[config.mk]
export PLATFORM = sky130hd
export DESIGN_NAME = fcc_ctrl
export DESIGN_NICKNAME = d
export VERILOG_FILES = /design/src/hw/rtl/fcc_pkg.sv /design/src/hw/rtl/fcc_ctrl.sv
export SDC_FILE = /design/constraint.sdc
export NUM_CORES = 1
export LEC_CHECK = 0
export BUFFER_PORTS_ARGS = -buffer_cell sky130_fd_sc_hd__buf_4
export CAP_MARGIN = 40
export CORE_ASPECT_RATIO = 1.1
export CORE_MARGIN = 2
export CORE_UTILIZATION = 49
export CTS_CLUSTER_DIAMETER = 50
export CTS_CLUSTER_SIZE = 16
export DETAILED_ROUTE_END_ITERATION = 6
export PLACE_DENSITY = 0.83
export SLEW_MARGIN = 20
export SYNTH_ARGS = -nofsm -noshare
export SYNTH_HDL_FRONTEND = slang
export SYNTH_SLANG_ARGS = --single-unit
[constraint.sdc]
create_clock -name i_clk -period 2.7 [get_ports i_clk]
set_input_delay 0.27 -clock i_clk [delete_from_list [all_inputs] [get_ports i_clk]]
set_output_delay 0.27 -clock i_clk [all_outputs]
set_load 0.03 [all_outputs]
[src/hw/rtl/fcc_pkg.sv]
// Shared constants, codes and control types for the cluster chain engine.
`default_nettype none

package fcc_pkg;

    localparam int NUM_CLUSTERS_DEF      = 4096;
    localparam int RESERVED_CLUSTERS_DEF = 10;

    localparam logic [15:0] LINK_FREE   = 16'h0000;
    localparam logic [15:0] LINK_END    = 16'hFFFF;
    localparam logic [15:0] LINK_MEDIA  = 16'hFFFD;
    localparam logic [15:0] LINK_HEADER = 16'hFFFE;

    localparam logic [2:0] OP_FORMAT = 3'd0;
    localparam logic [2:0] OP_ALLOC  = 3'd1;
    localparam logic [2:0] OP_EXTEND = 3'd2;
    localparam logic [2:0] OP_FREE   = 3'd3;
    localparam logic [2:0] OP_READ   = 3'd4;

    localparam logic [1:0] ST_OK   = 2'd0;
    localparam logic [1:0] ST_FULL = 2'd1;
    localparam logic [1:0] ST_BAD  = 2'd2;

    // read address select
    localparam logic [1:0] RA_CUR  = 2'd0;
    localparam logic [1:0] RA_PTR  = 2'd1;
    localparam logic [1:0] RA_LINK = 2'd2;

    // write select
    localparam logic [2:0] WS_NONE     = 3'd0;
    localparam logic [2:0] WS_FMT      = 3'd1;
    localparam logic [2:0] WS_CUR_NEW  = 3'd2;
    localparam logic [2:0] WS_NEW_END  = 3'd3;
    localparam logic [2:0] WS_CUR_ZERO = 3'd4;

    typedef struct packed {
        logic       latch;
        logic       sweep_start;
        logic       sweep_step;
        logic       scan_start;
        logic       scan_step;
        logic       new_load;
        logic       walk_adv;
        logic       rd_en;
        logic [1:0] rd_sel;
        logic [2:0] wr_sel;
        logic       res_set;
        logic [1:0] res_status;
        logic       res_new;
        logic       res_link;
        logic       present;
    } t_cmd;

    typedef struct packed {
        logic [2:0] op;
        logic       last;
        logic       in_valid;
        logic       rd_end;
        logic       rd_zero;
        logic       rd_valid;
        logic       scan_hit;
        logic       scan_end;
        logic       sweep_end;
    } t_sts;

    // Formatted value of one table entry.
    function automatic logic [15:0] fcc_fmt_value(input logic [16:0] idx,
                                                  input logic [16:0] rsv);
        logic [15:0] v;
        v = LINK_FREE;
        if (idx < rsv) begin
            if (idx + 17'd1 == rsv) begin
                v = LINK_END;
            end else if (idx == 17'd0) begin
                v = LINK_MEDIA;
            end else begin
                v = LINK_HEADER;
            end
        end
        return v;
    endfunction

endpackage

`default_nettype wire

[src/hw/rtl/fcc_ctrl.sv]
// Sequencer for the cluster chain engine: operation control and output handshake.
`default_nettype none

module fcc_ctrl (
    input  wire logic          i_clk,
    input  wire logic          i_rst_n,
    input  wire logic          i_valid,
    output logic               o_ready,
    output logic               o_valid,
    input  wire logic          i_ready,
    input  wire fcc_pkg::t_sts i_sts,
    output fcc_pkg::t_cmd      o_cmd
);
    import fcc_pkg::*;

    localparam logic [2:0] S_SWEEP  = 3'd0;
    localparam logic [2:0] S_IDLE   = 3'd1;
    localparam logic [2:0] S_EXEC   = 3'd2;
    localparam logic [2:0] S_CHECK  = 3'd3;
    localparam logic [2:0] S_SCAN   = 3'd4;
    localparam logic [2:0] S_WRLINK = 3'd5;
    localparam logic [2:0] S_WREND  = 3'd6;
    localparam logic [2:0] S_RESULT = 3'd7;

    logic [2:0] r_state, n_state;
    logic       r_walk, n_walk;     // chain free in progress
    logic       r_report, n_report; // sweep came from a format request
    logic       r_out_valid, n_out_valid;
    t_cmd       cmd;

    assign o_ready = (r_state == S_IDLE);
    assign o_valid = r_out_valid;
    assign o_cmd   = cmd;

    always_comb begin
        cmd         = '0;
        n_state     = r_state;
        n_walk      = r_walk;
        n_report    = r_report;
        n_out_valid = r_out_valid;
        if (r_out_valid && i_ready) begin
            n_out_valid = 1'b0;
        end
        unique case (r_state)
            S_SWEEP: begin
                cmd.sweep_step = 1'b1;
                cmd.wr_sel     = WS_FMT;
                if (i_sts.sweep_end) begin
                    if (r_report) begin
                        cmd.res_set    = 1'b1;
                        cmd.res_status = ST_OK;
                        n_report       = 1'b0;
                        n_state        = S_RESULT;
                    end else begin
                        n_state = S_IDLE;
                    end
                end
            end
            S_IDLE: begin
                if (i_valid) begin
                    cmd.latch = 1'b1;
                    n_state   = S_EXEC;
                end
            end
            S_EXEC: begin
                unique case (i_sts.op) inside
                    OP_FORMAT: begin
                        cmd.sweep_start = 1'b1;
                        n_report        = 1'b1;
                        n_state         = S_SWEEP;
                    end
                    OP_ALLOC: begin
                        cmd.scan_start = 1'b1;
                        n_state        = S_SCAN;
                    end
                    OP_EXTEND, OP_FREE, OP_READ: begin
                        if (!i_sts.in_valid) begin
                            cmd.res_set    = 1'b1;
                            cmd.res_status = ST_BAD;
                            n_state        = S_RESULT;
                        end else begin
                            cmd.rd_en  = 1'b1;
                            cmd.rd_sel = RA_CUR;
                            n_walk     = (i_sts.op == OP_FREE);
                            n_state    = S_CHECK;
                        end
                    end
                    default: begin
                        cmd.res_set    = 1'b1;
                        cmd.res_status = ST_BAD;
                        n_state        = S_RESULT;
                    end
                endcase
            end
            S_CHECK: begin
                if (r_walk) begin
                    // one chain entry per cycle: clear it and fetch its successor
                    if (i_sts.rd_zero) begin
                        cmd.res_set    = 1'b1;
                        cmd.res_status = ST_BAD;
                        n_walk         = 1'b0;
                        n_state        = S_RESULT;
                    end else begin
                        cmd.wr_sel = WS_CUR_ZERO;
                        if (i_sts.rd_end || !i_sts.rd_valid) begin
                            cmd.res_set    = 1'b1;
                            cmd.res_status = i_sts.rd_end ? ST_OK : ST_BAD;
                            n_walk         = 1'b0;
                            n_state        = S_RESULT;
                        end else begin
                            cmd.walk_adv = 1'b1;
                            cmd.rd_en    = 1'b1;
                            cmd.rd_sel   = RA_LINK;
                        end
                    end
                end else if (i_sts.op == OP_READ) begin
                    cmd.res_set    = 1'b1;
                    cmd.res_link   = 1'b1;
                    cmd.res_status = (i_sts.last ? i_sts.rd_end : i_sts.rd_valid)
                                     ? ST_OK : ST_BAD;
                    n_state        = S_RESULT;
                end else if (!i_sts.rd_end) begin
                    cmd.res_set    = 1'b1;
                    cmd.res_status = ST_BAD;
                    n_state        = S_RESULT;
                end else begin
                    cmd.scan_start = 1'b1;
                    n_state        = S_SCAN;
                end
            end
            S_SCAN: begin
                cmd.scan_step = 1'b1;
                cmd.rd_en     = 1'b1;
                cmd.rd_sel    = RA_PTR;
                if (i_sts.scan_hit) begin
                    cmd.new_load = 1'b1;
                    n_state      = (i_sts.op == OP_ALLOC) ? S_WREND : S_WRLINK;
                end else if (i_sts.scan_end) begin
                    cmd.res_set    = 1'b1;
                    cmd.res_status = ST_FULL;
                    n_state        = S_RESULT;
                end
            end
            S_WRLINK: begin
                cmd.wr_sel = WS_CUR_NEW;
                n_state    = S_WREND;
            end
            S_WREND: begin
                cmd.wr_sel     = WS_NEW_END;
                cmd.res_set    = 1'b1;
                cmd.res_status = ST_OK;
                cmd.res_new    = 1'b1;
                n_state        = S_RESULT;
            end
            S_RESULT: begin
                if (!r_out_valid || i_ready) begin
                    cmd.present = 1'b1;
                    n_out_valid = 1'b1;
                    n_state     = S_IDLE;
                end
            end
            default: begin
                n_state = S_IDLE;
            end
        endcase
    end

    always_ff @(posedge i_clk) begin
        if (!i_rst_n) begin
            r_state     <= S_SWEEP;
            r_walk      <= 1'b0;
            r_report    <= 1'b0;
            r_out_valid <= 1'b0;
        end else begin
            r_state     <= n_state;
            r_walk      <= n_walk;
            r_report    <= n_report;
            r_out_valid <= n_out_valid;
        end
    end

endmodule

`default_nettype wire

==> metrics.md <==
| Metric | Value |
|---|---|
| Worst-path fanout max | 18 |
| Final Setup Violations | 0 |
| # diodes | 0 |
| Fin Setup TNS | 0 ns |
| CTS tree | done |
| Worst-margin pin slew | ~0.55 ns |
| Synth Flop Type | dfxtp_1 |
| Status | completed |
| Critical path class | register to output port |
| Gr ovfl total | 0 |
| Yosys cell types | 46 |
| Tcrit/Tclk final | roughly 86% |
| EDFF count, synth | 0 |
| R2R Setup Slk | about 0.96 ns |
| Clock sinks | 6 |
| Clock Latency Late Sink | ~0.24 ns |
| Critical Path Start Type | register |
| Post-synthesis mux area share | between 2 and 3% |
| Setup bufs post-CTS | 0 |
| Adder-Cell Fraction of Synth Area | 0% |
| Largest family of logic cells by synthesized area | simple AND/OR/NAND/NOR gates |
| Post-route ant nets | 0 |
| Drt pass-1 iters | 4 |
| CTS max path bufs | 2 |
| Synthesized area | roughly 780 µm² |
| Final Hold Viols | 0 |
| Vias in the first global route | roughly 760 |
| Vias post-DR | 881 |
| Slew Viols, Final | 0 |
| Yosys warns | 0 |
| Routability cong. | around 0.96 |
| Number of synthesized register bits | 6 |
| Sequential element share of the synthesized area | about 15% |
| Post-CTS sizing | 0 |
| Die width | ~42 µm |
| Leakage power | between 0.4 and 0.5 nW |
| Max stage delay on crit path | 0.66 ns |
| Largest net degree at the start of global routing | 19 |
| Cts hold-fix bufs | 0 |
| Final WL | approximately 2.0 mm |
| Row cnt | 15 |
| Core Util, Final | 67.89% |
| Syn Area/Cell | about 7.3 µm² |
| First-pass GRT wire length | about 3.2 mm |
| HPWL Detailed | about 1.6 mm |
| Post-Synth XOR/XNOR Area | between 1 and 1.5% |
| Via/cell ratio | 5.721 |
| Fin Clk Skew | about 0.0032 ns |
| Simple-gate share of the synthesized area | between 40 and 50% |
| Iter 0 DRT Violations | 20 |
| GRT Overall Usage | between 20% and 30% |
| Drt wl/cell | between 10 and 15 µm |
| DIE AREA | roughly 0.0019 mm² |
| Initial Util | roughly half |
| RSZ-0062 raised after global routing | false |
| WP data arrival | about 2.1 ns |
| Chip height | roughly 46 µm |
| Synth async-reset ratio | 0% |
| PD cells | approximately 800 mW/mm² |
| Slew HR | approximately 63% |
| Commonest cells after routing, fill and taps aside | buf_4, nor2_1, o21ai_0 |
| Fmax | around 430 MHz |
| Cell count after synthesis | between 100 and 150 |
| Minimum clock period | about 2.3 ns |
| DR DRC count | 0 |
| Final WS setup | between 0.3 and 0.4 ns |
| Root Driver | clkbuf_4 |
| Core footprint | around 0.0015 mm² |
| VDD IR-drop max | ~0.00073 V |
| CTS H-tree lvls | 1 |
| Area growth from synthesis to layout | 33.17% |
| # IOs | 36 |
| Post-Syn Nets | approximately 120 |
| Critical Path, Cell by Cell | and3b_4 > nand2_4 > clkinv_4 > nor3_2 > or4_4 > buf_4 |
| Share of cells above drive strength 1 | 36.50% |
| Initial antenna violation count | 0 |
| Count of max-cap constraint violations | 0 |
| Dpl ws | approximately 0.64 ns |
| Reg clk slew, reported paths | around 0.04 ns |
| Most common cell after layout, fill and taps aside | buf_4 |
| Worst Hold Class | input port to register |
| WHS | roughly 0.3 ns |
| CP required | about 2.4 ns |
| Compound-Gate Fraction of Synth Area | between 20% and 30% |
| Critical Path Sink Type | output port |
| IO Port Bufs | 35 |
| Total CTS buffers | 3 |
| Slowest cell on crit path | dfxtp_1 |
| Layout net count | ~150 |
[worst paths after layout]
| check | depth (start not counted) | start | end |
|---|---|---|---|
| worst max register to register | 4 | r_state[0] | r_state[1] |
| worst max-delay path | 6 | r_state[0] | o_cmd[5] |
| worst min-delay path | 2 | i_rst_n | r_report |
| worst min register to register | 2 | o_valid | o_valid |
[per-layer routing]
metal  share of wire (%)  GRT usage (%)
met5                   0              0
met4                   0          8.125
met3                 6.1          2.381
met2                  51          36.88
met1                  43          27.19
[cell families (layout without fill, tap and decap cells)]
kind of cell,after synthesis,after routing
AO/OA/AOI/OAI,33,33
XOR/XNOR,1,1
buffers and inverters,12,42
flip-flops,6,6
multiplexers,2,2
AND/OR/NAND/NOR,53,53
[flip-flops by register name, summed over array words and instances (netlist names)]
name      cells
r_walk        1
r_report      1
r_state       3
o_valid       1
[critical path, delay by kind of cell (launching register included)]
kind,cells,cell delay [ns]
flops,1,0.66
simple gates,4,0.91
buf+inv,2,0.24
[where the power goes]
part | total [mW] | internal (mW) | switching (mW)
clock network | 0.0782 | 0.0500 | 0.0283
logic | 0.567 | 0.243 | 0.324
registers | 0.189 | 0.110 | 0.0788
[area by class of cell]
type | count | area [µm²]
tap | 17 | 21.27
fill | 139 | 494.2
timing repair buffer | 35 | 262.8
multi-input combinational | 89 | 598.1
inverter | 4 | 20.02
sequential | 6 | 120.1
clock buffer | 3 | 22.52
[cell usage after synthesis (3+ instances only)]
| library cell | count | share of area (%) |
|---|---|---|
| o21ai_0 | 10 | 6.4 |
| nor3_1 | 5 | 3.2 |
| nand3_1 | 4 | 2.6 |
| a21boi_0 | 3 | 2.9 |
| buf_4 | 3 | 2.9 |
| buf_2 | 4 | 2.6 |
| nand2_1 | 4 | 1.9 |
| a21oi_1 | 6 | 3.8 |
| nor2b_1 | 4 | 3.2 |
| a21o_1 | 3 | 2.9 |
| dfxtp_1 | 6 | 15 |
| nor2_1 | 10 | 4.8 |
| nand2b_1 | 8 | 6.4 |
[through the flow]
stage               power [mW]  std cells  cell area [µm²]
detailed placement      0.7537        151             1022
finish                  0.8341        154             1045
floorplan               0.6057        107            784.5
CTS                     0.8357        154             1045
global route            0.8943        154             1045
global placement        0.7500        151             1022
Note: power is estimated with default switching activity, not from simulation.
